File: src/rtl/rgb_box_filter_downscale_assert.svh
// Assertion macros for the RTL of the box filter downscaler.
`ifndef RGB_BOX_FILTER_DOWNSCALE_ASSERT_SVH
`define RGB_BOX_FILTER_DOWNSCALE_ASSERT_SVH

// Same-cycle implication, sampled on clk and disabled during reset.
`define RBFD_ASSERT_NOW(label, ante, cons) \
  label: assert property (@(posedge clk) disable iff (!rst_n) (ante) |-> (cons)) \
    else $error("rbfd assertion failed");

// Next-cycle implication, sampled on clk and disabled during reset.
`define RBFD_ASSERT_NEXT(label, ante, cons) \
  label: assert property (@(posedge clk) disable iff (!rst_n) (ante) |=> (cons)) \
    else $error("rbfd assertion failed");

`endif

File: src/rtl/rbfd_pkg.sv
// Shared types and constants of the box filter downscaler.
package rbfd_pkg;

  localparam int CFG_REG_W = 13;
  localparam int ZOOM_REG_W = 7;
  localparam int CFG_ADDR_W = 5;

  localparam logic [2:0] REG_FORMAT_MODE = 3'd0;
  localparam logic [2:0] REG_SRC_WIDTH   = 3'd1;
  localparam logic [2:0] REG_SRC_HEIGHT  = 3'd2;
  localparam logic [2:0] REG_OUT_WIDTH   = 3'd3;
  localparam logic [2:0] REG_OUT_HEIGHT  = 3'd4;
  localparam logic [2:0] REG_ZOOM_FACTOR = 3'd5;

  typedef struct packed {
    logic [7:0] blue;
    logic [7:0] green;
    logic [7:0] red;
  } rgb8_t;

endpackage

File: src/rtl/rbfd_div.sv
// Radix-2 divider producing the three rounded block means, one quotient bit a cycle.
module rbfd_div
  import rbfd_pkg::*;
#(
  parameter int SUM_W = 20,
  parameter int D_W   = 14
) (
  input  logic               clk,
  input  logic               rst_n,
  input  logic               start,
  input  logic [3*SUM_W-1:0] sums,
  input  logic [D_W-1:0]     dsq,
  output logic               done,
  output rgb8_t              mean
);

  localparam int RW = SUM_W + 2;

  logic [RW-1:0] rem_r [3];
  logic [RW-1:0] rem_nxt [3];
  logic [7:0]    q_r [3];
  logic [7:0]    q_nxt [3];
  logic [RW-1:0] den_r, den_nxt;
  logic [2:0]    cnt_r, cnt_nxt;
  logic          busy_r, busy_nxt;
  logic          done_r, done_nxt;

  always_comb begin
    den_nxt  = den_r;
    cnt_nxt  = cnt_r;
    busy_nxt = busy_r;
    done_nxt = 1'b0;
    for (int c = 0; c < 3; c++) begin
      rem_nxt[c] = rem_r[c];
      q_nxt[c]   = q_r[c];
    end
    if (start) begin
      // Rounded half up: (2*sum + d) / (2*d), with 2*d pre-shifted by seven.
      for (int c = 0; c < 3; c++) begin
        rem_nxt[c] = RW'({sums[c*SUM_W +: SUM_W], 1'b0}) + RW'(dsq);
        q_nxt[c]   = 8'd0;
      end
      den_nxt  = RW'(dsq) << 8;
      cnt_nxt  = 3'd0;
      busy_nxt = 1'b1;
    end else if (busy_r) begin
      for (int c = 0; c < 3; c++) begin
        if (rem_r[c] >= den_r) begin
          rem_nxt[c] = rem_r[c] - den_r;
          q_nxt[c]   = {q_r[c][6:0], 1'b1};
        end else begin
          q_nxt[c]   = {q_r[c][6:0], 1'b0};
        end
      end
      den_nxt = den_r >> 1;
      cnt_nxt = cnt_r + 3'd1;
      if (cnt_r == 3'd7) begin
        busy_nxt = 1'b0;
        done_nxt = 1'b1;
      end
    end
  end

  always_ff @(posedge clk) begin
    if (!rst_n) begin
      busy_r <= 1'b0;
      done_r <= 1'b0;
      cnt_r  <= 3'd0;
    end else begin
      busy_r <= busy_nxt;
      done_r <= done_nxt;
      cnt_r  <= cnt_nxt;
    end
  end

  always_ff @(posedge clk) begin
    den_r <= den_nxt;
    for (int c = 0; c < 3; c++) begin
      rem_r[c] <= rem_nxt[c];
      q_r[c]   <= q_nxt[c];
    end
  end

  assign done       = done_r;
  assign mean.red   = q_r[0];
  assign mean.green = q_r[1];
  assign mean.blue  = q_r[2];

endmodule

File: config.mk
export PLATFORM = sky130hd
export DESIGN_NAME = rbfd_div
export DESIGN_NICKNAME = d
export VERILOG_FILES = /design/src/rtl/rgb_box_filter_downscale_assert.svh /design/src/rtl/rbfd_pkg.sv /design/src/rtl/rbfd_div.sv
export SDC_FILE = /design/constraint.sdc
export NUM_CORES = 1
export LEC_CHECK = 0
export ABC_AREA = 0
export BUFFER_PORTS_ARGS = -buffer_cell sky130_fd_sc_hd__buf_2
export CAP_MARGIN = 10
export CORE_MARGIN = 2
export CORE_UTILIZATION = 50
export CTS_BUF_LIST = sky130_fd_sc_hd__clkbuf_2 sky130_fd_sc_hd__clkbuf_4 sky130_fd_sc_hd__clkbuf_8
export DETAILED_ROUTE_END_ITERATION = 8
export PLACE_DENSITY = 0.81
export SYNTH_ARGS = -nofsm -noshare
export SYNTH_HDL_FRONTEND = slang
export SYNTH_SLANG_ARGS = --single-unit
File: constraint.sdc
create_clock -name clk -period 4.1 [get_ports clk]
set_input_delay 0.205 -clock clk [delete_from_list [all_inputs] [get_ports clk]]
set_output_delay 0.205 -clock clk [all_outputs]
set_load 0.005 [all_outputs]
==> impl.org, run 1 <==
** Floorplanning
- Die outline height :: ~150 um
- The floorplan step defined a die boundary enclosing 21000 um^2.
- In this run the core area contains 51 standard-cell rows.
- Core region area :: just under 20000 um^2
- Width of the chip :: around 150 um
- Initial Util :: 51.1%
- Total I/O pin count :: between 100 and 150

** GRT
- Largest net degree at the start of global routing :: 86
- Number of global-route vias before repair :: 8338
- Global router's overall resource usage :: a little over a quarter
- Overflow after GRT :: 0
- Antenna violations before repair :: 0
- First-pass GRT wire length :: between 40000 and 50000 um

** Routing
- Number of vias in the routed layout :: 9024
- Routed length per placed instance :: 18.8 um
- In the routed layout, each cell is associated on average with a via count of approximately 6.1.
- In this run the remaining antenna-violating nets after routing total 0.
- Drt total wl :: between 20000 and 30000 um
- DRC violations left :: 0
- The detailed router finished its first iteration with a little over 900 violations.
- First drt pass iteration count :: 6

** Placement
- In this run the cell area measured after placement is between 10000 and 15000 um^2.
- Port-buffer cells :: approximately 100
- The wire-length estimate of the detail-placed layout is 21200 um.
- The congestion estimate from routability-driven global placement came to around 1.0.
- Placed insts :: between 1000 and 1500

** Timing
- Across the routed clock network, the largest skew measured is around 19 ps.
- Pins Over Slew Limit :: 0
- Slew headroom :: 40.0%
- Final-report setup violation count :: 0
- The worst path in the final design needs a cycle of between 3000 and 4000 ps, including I/O delays and setup.
- Setup repair after global routing left no endpoint under its margin.
- Worst hold slack across all endpoints :: about 100 ps
- Fin. Hold Viols :: 0
- Derived from the worst setup path, the maximum achievable clock frequency is between 0.2 and 0.3 GHz.
- After layout, the worst path uses 86.7% of the clock period.
- Transition time at the pin with the least slew margin :: approximately 900 ps
- For the final routed database, the setup TNS stands at 0 ps.

** Power
- P per Cell Area :: approximately 560 nW/um^2
- Maximum vdd drop :: about 0.28 mV
- Summed over all cells, the static leakage comes to around 4.7 nW.

** Yosys
- Number of flops mapped to enable cells by yosys :: 80
- Warning count from the yosys run :: 0
- After technology mapping, the gate count stands at between 1000 and 1500.
- In the synthesized netlist the dominant register cell turns out to be sky130_fd_sc_hd__edfxtp_1.
- Dividing the synthesized area by the synthesized cell count gives approximately 9.0 um^2.
- Synthesized flop and latch total :: approximately 120
- Number of nets produced by synthesis :: between 1000 and 1500
- Sequential cells were found to cover 31.6% of the synthesized design area.
- After synthesis, the netlist uses 78 different library cells.
- Mapped Area :: about 9900 um^2
- Share of synthesized flip-flops with an asynchronous set or reset :: 0%

** Hold path
- Counting instances, the worst hold path has a depth of 2.
- Class of the most critical hold timing path :: input port to register

** Clock network
- After clock tree synthesis, the clock-pin slew on the worst setup and hold paths is about 80 ps.
- Sinks on the clock net :: ~120
- In this run, CTS created clock tree buffers numbering 17.
- Post-CTS setup buffer count :: 0
- Clock tree root driver cell :: sky130_fd_sc_hd__clkbuf_8
- Clock tree from TritonCTS :: built
- H-tree levels :: 4
- Number of buffers on the longest clock path :: 2
- Clock latency reported for the late side of the worst-skew pair :: 480 ps

** Status
- Outcome :: finished, final reports clean

** Final layout
- Final std cells w/o fill :: 1475
- P&R area growth vs syn :: 11.8%
- Share of post-route cells with drive strength above 1 :: between 10% and 20%
- Count of inserted antenna diode cells :: 0
- Final nets :: about 1400
- The finished cells cover ~11000 um^2.
- Cells fill about 57% of the core in the end.

** Setup path
- The worst setup path is launched from a register.
- STA puts the critical path data arrival time at around 3800 ps.
- Worst-path fanout max :: 13
- STA classifies the critical path endpoint as a register.
- Worst R2R Path Depth :: 12
- For the worst setup path, the data required time is ~4300 ps.
- Class of the most critical setup path :: register to register

** Flow run
- The tool flagged a number of max-cap violations equal to 0.
worst max-delay path, stage by stage, from the launching register on:
cell	delay, ps
sky130_fd_sc_hd__dfxtp_1	440
sky130_fd_sc_hd__ha_1	220
sky130_fd_sc_hd__inv_1	70
sky130_fd_sc_hd__fa_1	420
sky130_fd_sc_hd__a211oi_1	430
sky130_fd_sc_hd__o21ai_1	190
sky130_fd_sc_hd__a221oi_2	400
sky130_fd_sc_hd__nor2_1	70
sky130_fd_sc_hd__nor2_1	240
sky130_fd_sc_hd__nand2_1	80
sky130_fd_sc_hd__nand4_1	130
sky130_fd_sc_hd__a31oi_2	290
sky130_fd_sc_hd__buf_4	320
cell usage after synthesis (all sizes together) (5+ instances only):
master  instances  area share (%)
and3           11            0.69
nor3           12            0.60
nand3          16            0.81
and2            5            0.31
a21oi          86             4.4
o211ai          7            0.53
o21ai          84             4.5
o21bai         18             1.4
nor2b          14            0.88
a22o           12             1.1
xor2           35             3.1
nand2b          6            0.38
edfxtp         80              24
xnor2          59             5.2
nand2          91             3.4
clkbuf         27             1.0
inv            53             2.0
o31a            5            0.44
buf             7            0.26
mux2i          41             4.1
a311oi          6            0.77
a31oi          11            0.75
a21o           37             2.8
o22ai           7            0.44
fa              6             1.2
dfxtp          37             7.4
o31ai           9            0.73
a21boi          6            0.45
ha            107              13
nand4          12            0.75
nor2          106             4.0
a41oi           6            0.68
a211oi         15             1.2
o21a           22             1.7
power breakdown:
part | switching (W) | leakage, nW | internal [W]
registers | 0.000119 | 1.10 | 0.00165
logic | 0.00196 | 3.39 | 0.00139
clock network | 0.000567 | 0.200 | 0.000494
cells by family (layout without fill, tap and decap cells):
logic type               count (synthesis)  count (layout)  share of synthesized area, %
AO/OA/AOI/OAI                          357             357                          24.5
XOR/XNOR                                94              94                          8.28
adder cells (fa/ha/maj)                113             113                          14.7
buffers and inverters                   87             195                          3.28
flip-flops                             117             117                          31.6
multiplexers                            44              44                          4.47
AND/OR/NAND/NOR                        290             290                          13.2
state kept, by name, summed over array words and instances (netlist names):
name / count
cnt_r: 3
busy_r: 1
done: 1
rem_r: 66
den_r: 22
q_r: 24
what timing repair did:
action | in CTS | in global routing
gates resized for setup | 0 | 0
endpoints found under the hold margin | 2 | 0
hold buffers | 2 | 0
setup endpoints to repair | 0 | 0
area by class of cell:
type | count | area [um^2]
Clock buffer | 17 | 234
Clock inverter | 15 | 141
Fill cell | 1705 | 8350
Inverter | 53 | 199
Multi-Input combinational cell | 898 | 6480
Sequential cell | 117 | 3140
Tap cell | 265 | 332
Timing Repair Buffer | 110 | 581
final timing paths:
| kind | start | endpoint | slack, ps |
|---|---|---|---|
| hold / removal | dsq[0] | den_r[8] | 100 |
| hold reg to reg | q_r[0][23] | q_r[0][23] | 490 |
| setup / recovery | den_r[0] | rem_r[0][24] | 540 |
| setup reg to reg | den_r[0] | rem_r[0][24] | 540 |
placed cells by master, fill, tap and decap left out, types with 8 or more instances in the layout:
cell and instances:
sky130_fd_sc_hd__a211oi_1 14, sky130_fd_sc_hd__a21o_1 36, sky130_fd_sc_hd__a21oi_1 85, sky130_fd_sc_hd__a22o_1 12, sky130_fd_sc_hd__a31oi_1 9, sky130_fd_sc_hd__and3_1 11, sky130_fd_sc_hd__buf_2 100, sky130_fd_sc_hd__buf_4 8
sky130_fd_sc_hd__clkbuf_8 17, sky130_fd_sc_hd__dfxtp_1 36, sky130_fd_sc_hd__edfxtp_1 80, sky130_fd_sc_hd__ha_1 107, sky130_fd_sc_hd__inv_1 52, sky130_fd_sc_hd__mux2i_1 41, sky130_fd_sc_hd__nand2_1 91, sky130_fd_sc_hd__nand3_1 16
sky130_fd_sc_hd__nand4_1 12, sky130_fd_sc_hd__nor2_1 106, sky130_fd_sc_hd__nor2b_1 14, sky130_fd_sc_hd__nor3_1 12, sky130_fd_sc_hd__o21a_1 22, sky130_fd_sc_hd__o21ai_0 69, sky130_fd_sc_hd__o21ai_1 9, sky130_fd_sc_hd__o21bai_1 17
sky130_fd_sc_hd__o31ai_1 8, sky130_fd_sc_hd__xnor2_1 59, sky130_fd_sc_hd__xor2_1 35
routing by layer:
layer	part of all wire, %	track usage (%)	vias to the layer above
li1	-	-	4286
met1	42	35.3	4217
met2	45	41.6	458
met3	9.5	5.60	63
met4	3.0	9.75	0
met5	0	0	-
through the flow:
step | worst slack [ps] | total power (W)
2_1_floorplan | 234 | 0.00429
3_3_place_gp | 730 | 0.00496
3_5_place_dp | 652 | 0.00503
4_1_cts | 614 | 0.00611
5_1_grt | 243 | 0.00661
6_report | 545 | 0.00619
Note: power is estimated with default switching activity, not from simulation.
==> run 2, diff against run 1 <==
Settings changed: CORE_UTILIZATION 50 to 30, PLACE_DENSITY 0.81 to 0.57.
==> run 2 against run 1 <==
- sequential power about the same
- clock skew decreased by 3.6 ps
- utilization decreased by 22 points
- clock-buffer cell count increased by 5
- clock power increased by 9%
- routed wire length increased by 4.2%
- worst hold slack got worse by 80 ps
- register-to-register slack improved by 130 ps
- total power increased by 1.9%
- cell count increased by 12%
- setup slack improved by 130 ps
==> impl.org, run 2 (synthesized netlist as in run 1, its figures left out) <==
** Clock network
- The clock transition at the register clock pins on the worst setup and hold paths after CTS came to 80 ps (about the same).
- Total clock buffers created by CTS :: 17 (unchanged)
- Number of buffers on the longest clock path :: 2 (unchanged)
- The H-tree level count is 4 (unchanged).
- Post-CTS setup buffer count :: 0 (unchanged)
- The number of gates resized after cts came to 0 (unchanged).
- Clock tree root driver cell :: sky130_fd_sc_hd__clkbuf_8
- Clock tree from TritonCTS :: built
- Number of hold buffers added after cts :: 0 (-2)
- The clock latency reported for the late side of the worst-skew pair was 470 ps (about the same).
- The total number of clock tree sinks came to 117 (unchanged).

** Timing
- The number of failing hold endpoints at the final stage is 0 (unchanged).
- Transition time at the pin with the least slew margin :: 853 ps (-43.8 ps)
- The tightest slew margin relative to the limit came to 42.9% (+2.9 points).
- The final-report max-slew violation count was 0 (unchanged).
- The final critical-path required period came to 3420 ps (-135 ps).
- The clock skew came to 15.0 ps (-3.65 ps).
- Total Negative Setup Slacks :: 0 ps (unchanged)
- Setup repair after global routing missed its margin :: false
- Final-report setup violation count :: 0 (unchanged)
- Post-layout worst setup margin :: 679 ps (+135 ps)
- The upper clock frequency limit came to 0.292 GHz (+3.9%).
- Post-route fraction of the period consumed by the critical path :: 83.4% (-3.3 points)

** Setup path
- CP Buf/Inv Count :: 2 (unchanged)
- The worst setup path is captured at a register.
- Most frequent CP cell :: sky130_fd_sc_hd__nor2_1
- STA classifies the critical path startpoint as a register.
- Slowest cell on the critical path :: sky130_fd_sc_hd__fa_1
- Worst path max stage delay :: 500 ps (+60 ps)
- The critical path in this run is classified as register to register.
- Top delay family on crit path :: compound AO/OA/AOI/OAI gates
- Data arrival time of the worst path :: 3640 ps (-130 ps)
- Cells along the critical path :: inv_1, fa_1, a211oi_1, o21ai_1, a221oi_2, nor2_1, nor2_1, nand2_1, nand4_1, a31oi_2, buf_4
- The maximum net fanout on the critical path was 14 (+1).
- Req. time, crit path :: 4320 ps (about the same)

** Routing
- The number of detailed-routing iterations run before antenna repair came to 5 (-1).
- The initial detailed-routing violation count is 486 (-47%).
- The average wire per standard cell is 17.5 um (-6.9%).
- The post-detailed-route DRC marker count was 0 (unchanged).
- Routed via count divided by cell count :: 5.19 (-15%)
- The detailed-route wire length was 28900 um (+4.2%).
- The count of antenna-violating nets left after detailed routing came to 0 (unchanged).
- The vias after detailed routing came to 8568 (-5.1%).

** Final layout
- The library cell used most frequently in the layout, excluding fill and tap cells, is sky130_fd_sc_hd__ha_1.
- The final non-filler cell area was 11400 um^2 (+2.3%).
- The area growth from synthesis to layout is 14.3%.
- Max FFs per register :: 66 (unchanged)
- Final nets :: 1386 (-0.072%)
- The filler cell count was 3378 (+98%).
- Count of inserted antenna diode cells :: 0 (unchanged)
- Top flop regs :: rem_r x66, q_r x24, den_r x22
- The ratio of cells with drive above 1 in the final layout was 14.5% (+0.095 points).
- Counting flops per register, the top entry is rem_r.
- In the layout the commonest cells are 107 x sky130_fd_sc_hd__ha_1, 106 x sky130_fd_sc_hd__nor2_1, 100 x sky130_fd_sc_hd__buf_2, 91 x sky130_fd_sc_hd__nand2_1, 85 x sky130_fd_sc_hd__a21oi_1.

** Floorplanning
- The horizontal die dimension is 186 um (+28%).
- The starting density of the core is 30.5% (-21 points).
- The area inside the core boundary is 32600 um^2 (+68%).
- Std-Cell Rows :: 66 (+29%)
- The floorplan die height came to 186 um (+28%).
- The boundary pin count came to 102 (unchanged).
- The area of the die was 34600 um^2 (+65%).

** GRT
- Largest net degree at the start of global routing :: 55 (-36%)
- The total global routing overflow is 0 (unchanged).
- The number of antenna violations at the first check in global routing is 0 (unchanged).
- Global router's overall resource usage :: 17.1% (-9.2 points)
- The number of global-route vias before repair was 8353 (+0.18%).
- First-pass GRT wire length :: 45000 um (+3.0%)

** Power
- The largest vdd supply drop came to 0.245 mV (-14%).
- The power density normalized to cell area is 554 nW/um^2 (-0.37%).
- Static power due to leakage :: 4.71 nW (+0.43%)

** Placement
- Detailed placement HPWL :: 22900 um (+8.2%)
- The routability congestion estimate from global placement is 0.949 (-5.0%).
- Post-placement cell area :: 10900 um^2 (+2.1%)
- The number of buffers inserted by port buffering came to 101 (unchanged).
- The worst-case setup slack after placement came to 699 ps (+46.9 ps).

** Status
- Outcome :: finished, final reports clean

** Flow run
- Maximum capacitance violations :: 0 (unchanged)

** Hold path
- The worst hold path belongs to the class input port to register.
## run 2: cell types whose count changed in the layout (fill, tap and decap cells not counted)
cell / before / now
sky130_fd_sc_hd__clkbuf_4: 0 / 2
sky130_fd_sc_hd__inv_6: 6 / 0
sky130_fd_sc_hd__buf_4: 8 / 9
sky130_fd_sc_hd__dlygate4sd3_1: 2 / 0
sky130_fd_sc_hd__clkinv_2: 1 / 6
sky130_fd_sc_hd__clkbuf_8: 17 / 20
sky130_fd_sc_hd__inv_8: 1 / 0
sky130_fd_sc_hd__clkinv_4: 2 / 0
sky130_fd_sc_hd__bufinv_16: 1 / 3
sky130_fd_sc_hd__inv_4: 4 / 1
## run 2: final timing paths
kind	start	end	slack (ps)	cells after the start
worst max-delay path	den_r[1]	rem_r[0][27]	680	11
worst min-delay path	rst_n	busy_r	20	2
worst max register to register	den_r[1]	rem_r[0][27]	680	11
worst min register to register	q_r[0][23]	q_r[0][23]	490	2
## run 2: stage by stage
step / std cells / power, W / util, % / hold WS [ps]
2_1_floorplan: 1102 / 0.00429 / - / 359
3_3_place_gp: 1619 / 0.00510 / 33.6 / 469
3_5_place_dp: 1619 / 0.00510 / 33.6 / 478
4_1_cts: 1651 / 0.00630 / 34.8 / 1.15
5_1_grt: 1651 / 0.00676 / 34.8 / 10.5
6_report: 1651 / 0.00630 / 34.8 / 19.9
## run 2: report_power, final
part           internal [W]  total [W]  switching [W]  leakage, nW
registers           0.00165    0.00179       0.000133         1.10
logic               0.00140    0.00335        0.00196         3.39
clock network      0.000657    0.00116       0.000505        0.223
## run 2: area by class of cell
type / instances / area [um^2] / area share [%]
repair buffers: 109 / 568 / 5.00
multi-input cells: 898 / 6480 / 57.1
well taps: 442 / 553 / 4.87
clock inverters: 10 / 126 / 1.11
clock buffers: 22 / 290 / 2.55
flip-flops and latches: 117 / 3140 / 27.7
inverters: 53 / 199 / 1.75
## run 2: worst reg2reg max path, delay by kind of cell (launching register included)
kind,cells,cell delay (ps)
compound gates,4,1220
buf+inv,2,480
fa+ha+maj,1,500
simple gates,4,570
flops,1,400
## run 2: layer usage
layer  GRT usage (%)  routed length (um)  vias up
met2            28.6               13600      223
li1                -                   -     4276
met4            4.63                 512        0
met3            3.44                1430       35
met1            22.3               13300     4034
met5               0                   0        -
==> run 3, diff against run 2 <==
Settings changed: PLACE_DENSITY 0.57 to 0.55.
Clock period 4.1 ns to 3.5 ns, I/O delays scaled along.
==> run 3 against run 2 <==
- the flow now finishes with violations (DRC)
- combinational power increased by 17%
- setup slack worse by 350 ps
- clock skew increased by 2.9 ps
- worst hold slack better by 58 ps
- sequential power grew 17%
- die area did not move
- flip-flop and latch count stayed put
- critical path type unchanged
- largest power group unchanged
==> impl.org, run 3 (synthesized netlist as in run 1, its figures left out) <==
** Status
- The run finished, with violations left.
- Failing checks :: DRC

** Final layout
- The final net count was 1390 (+0.29%).
- The number of diodes added for antenna fixing is 0 (unchanged).
- FF+latch area :: 3140 um^2 (unchanged)
- Share of post-route cells with drive strength above 1 :: 14.7% (+0.20 points)
- Top flop regs :: rem_r x66, q_r x24, den_r x22
- The area growth from synthesis to layout is 14.5%.
- Register ranked first by flip-flop count :: rem_r
- Final std cells w/o fill :: 1655 (+0.24%)
- Max FFs per register :: 66 (unchanged)
- Highest-count cells in the layout ignoring fill and taps :: 107 x sky130_fd_sc_hd__ha_1, 106 x sky130_fd_sc_hd__nor2_1, 100 x sky130_fd_sc_hd__buf_2, 91 x sky130_fd_sc_hd__nand2_1, 85 x sky130_fd_sc_hd__a21oi_1
- Multi-input gate area in the final layout :: 6480 um^2 (unchanged)
- Filler Cell Count :: 3355 (-0.68%)
- The library cell used most frequently in the layout, excluding fill and tap cells, is sky130_fd_sc_hd__ha_1.
- The final non-filler cell area was 11400 um^2 (+0.17%).

** Routing
- The detailed-route wire length was 29100 um (+0.81%).
- Routed length per placed instance :: 17.6 um (+0.56%)
- Routed via count divided by cell count :: 5.26 (+1.3%)
- The initial detailed-routing violation count is 414 (-15%).
- The count of antenna-violating nets left after detailed routing is 0 (unchanged).
- The vias after detailed routing came to 8700 (+1.5%).
- The number of detailed-routing iterations run before antenna repair was 7 (+2).
- The post-detailed-route DRC marker count was 1 (+1).

** Placement
- The routability congestion estimate from global placement was 0.925 (-2.5%).
- The post-detailed-placement cell area came to 11000 um^2 (+0.32%).
- The post-placement cell count came to 1622 (+0.19%).
- The estimated wirelength of the detail-placed design came to 22800 um (-0.52%).
- Port-buffer cells :: 101 (unchanged)

** Setup path
- Startpoint kind of the worst setup timing path :: register
- Walking the worst path, the cells encountered are inv_1, fa_1, a211oi_1, o21bai_1, a21oi_1, a21oi_1, o211ai_1, a21boi_0, o21ai_0, nand2_1, buf_4.
- The critical path starts at den_r[1].
- The data required time at the worst endpoint was 3680 ps (-640 ps).
- The buffer and inverter count on the worst path is 2 (unchanged).
- Grouping stages by cell kind, the critical path spends the most delay in compound AO/OA/AOI/OAI gates.
- The worst setup path is captured at a register.
- Data arrival time of the worst path :: 3350 ps (-290 ps)
- Most frequent CP cell :: sky130_fd_sc_hd__a21oi_1
- Worst path max stage delay :: 500 ps (about the same)
- In this run the critical register-to-register path is launched from den_r[1].
- The critical path is of the register to register type.
- Worst-path fanout max :: 22 (+8)
- Slowest cell on the critical path :: sky130_fd_sc_hd__fa_1

** Floorplanning
- The area inside the core boundary was 32600 um^2 (unchanged).
- The total number of placement rows was 66 (unchanged).
- Initial Util :: 30.5% (unchanged)
- Die outline height :: 186 um (unchanged)
- Width of the chip :: 186 um (unchanged)
- Total I/O pin count :: 102 (unchanged)
- The area of the die is 34600 um^2 (unchanged).

** Timing
- Pins Over Slew Limit :: 0 (unchanged)
- Setup repair after global routing left no endpoint under its margin.
- The share of the clock period used by the worst path is 90.7% (+7.3 points).
- Setup Skew :: 17.8 ps (+2.86 ps)
- The number of failing hold endpoints at the final stage was 0 (unchanged).
- Slew headroom :: 38.3% (-4.6 points)
- The sum of negative setup slack came to 0 ps (unchanged).
- Worst hold slack across all endpoints :: 78.2 ps (+58.3 ps)
- The final critical-path required period was 3170 ps (-246 ps).
- Transition time at the pin with the least slew margin :: 922 ps (+69.3 ps)
- FMAX :: 0.315 GHz (+7.8%)
- The number of endpoints failing setup at the final stage came to 0 (unchanged).

** Flow run
- Maximum capacitance violations :: 0 (unchanged)

** Power
- The cell leakage power was 4.72 nW (+0.26%).
- Maximum vdd drop :: 0.292 mV (+19%)
- The power density normalized to cell area is 644 nW/um^2 (+16%).

** GRT
- The number of global-route vias before repair was 8551 (+2.4%).
- Antenna violations before repair :: 2 (+2)
- The global-route wire length before repair is 45600 um (+1.4%).
- The overall global routing resource usage is 17.3% (+0.23 points).
- The total global routing overflow came to 0 (unchanged).
- Largest net degree at the start of global routing :: 73 (+33%)

** Clock network
- Clock tree from TritonCTS :: built
- The maximum clock path buffer count came to 2 (unchanged).
- The number of buffers created by CTS came to 17 (unchanged).
- Clock tree root driver cell :: sky130_fd_sc_hd__clkbuf_8
- Post-CTS setup buffer count :: 0 (unchanged)
- The clock latency reported for the late side of the worst-skew pair was 460 ps (about the same).
- H-tree levels :: 4 (unchanged)
- The total number of clock tree sinks was 117 (unchanged).
- The clock transition at the register clock pins on the worst setup and hold paths after CTS is 90 ps (about the same).

** Hold path
- The path class of the tightest hold or removal check is input port to register.
- Hold path start :: dsq[0]
[run 3: cell count changes in the layout (fill, tap and decap cells not counted), sizes merged]
| cell | change |
|---|---|
| inv | +6 |
| buf | +3 |
| clkinv | -3 |
| clkbuf | -2 |
| bufinv | -1 |
| dlygate4sd3 | +1 |
[run 3: final timing paths]
path,to,slack [ps],cells past startpoint
worst min-delay path,den_r[8],80,2
worst min register to register,q_r[0][23],490,2
worst max register to register,rem_r[0][52],330,11
worst max-delay path,rem_r[0][52],330,11
[run 3: layout make-up]
| class | count | share of cell area, % |
|---|---|---|
| clock buffers | 20 | 2.36 |
| clock inverters | 12 | 1.07 |
| inverters | 53 | 1.75 |
| multi-input cells | 898 | 57.0 |
| flip-flops and latches | 117 | 27.6 |
| well taps | 442 | 4.86 |
| repair buffers | 113 | 5.39 |
[run 3: metal layers]
| metal | GRT usage, % | part of all wire, % | up-vias |
|---|---|---|---|
| li1 | - | - | 4290 |
| met1 | 22.7 | 46 | 4129 |
| met2 | 29.2 | 46 | 234 |
| met3 | 3.17 | 5.4 | 43 |
| met4 | 4.63 | 2.1 | 4 |
| met5 | 0 | 0.089 | - |
[run 3: what timing repair did]
action,in CTS,in global routing
gates resized for setup,0,0
hold buffers,1,0
hold endpoints to repair,1,0
[run 3: per-stage QoR]
| stage | utilization, % | worst slack, ps | total power (W) |
|---|---|---|---|
| finish | 34.9 | 325 | 0.00733 |
| floorplan | - | 72.0 | 0.00503 |
| CTS | 34.9 | 367 | 0.00734 |
| global route | 34.9 | 38.5 | 0.00790 |
| detailed placement | 33.7 | 416 | 0.00599 |
| global placement | 33.7 | 409 | 0.00598 |
[run 3: power breakdown]
part	switching, W	internal [W]
Combinational	0.00227	0.00166
Clock	0.000636	0.000679
Sequential	0.000155	0.00193
Total	0.00306	0.00427
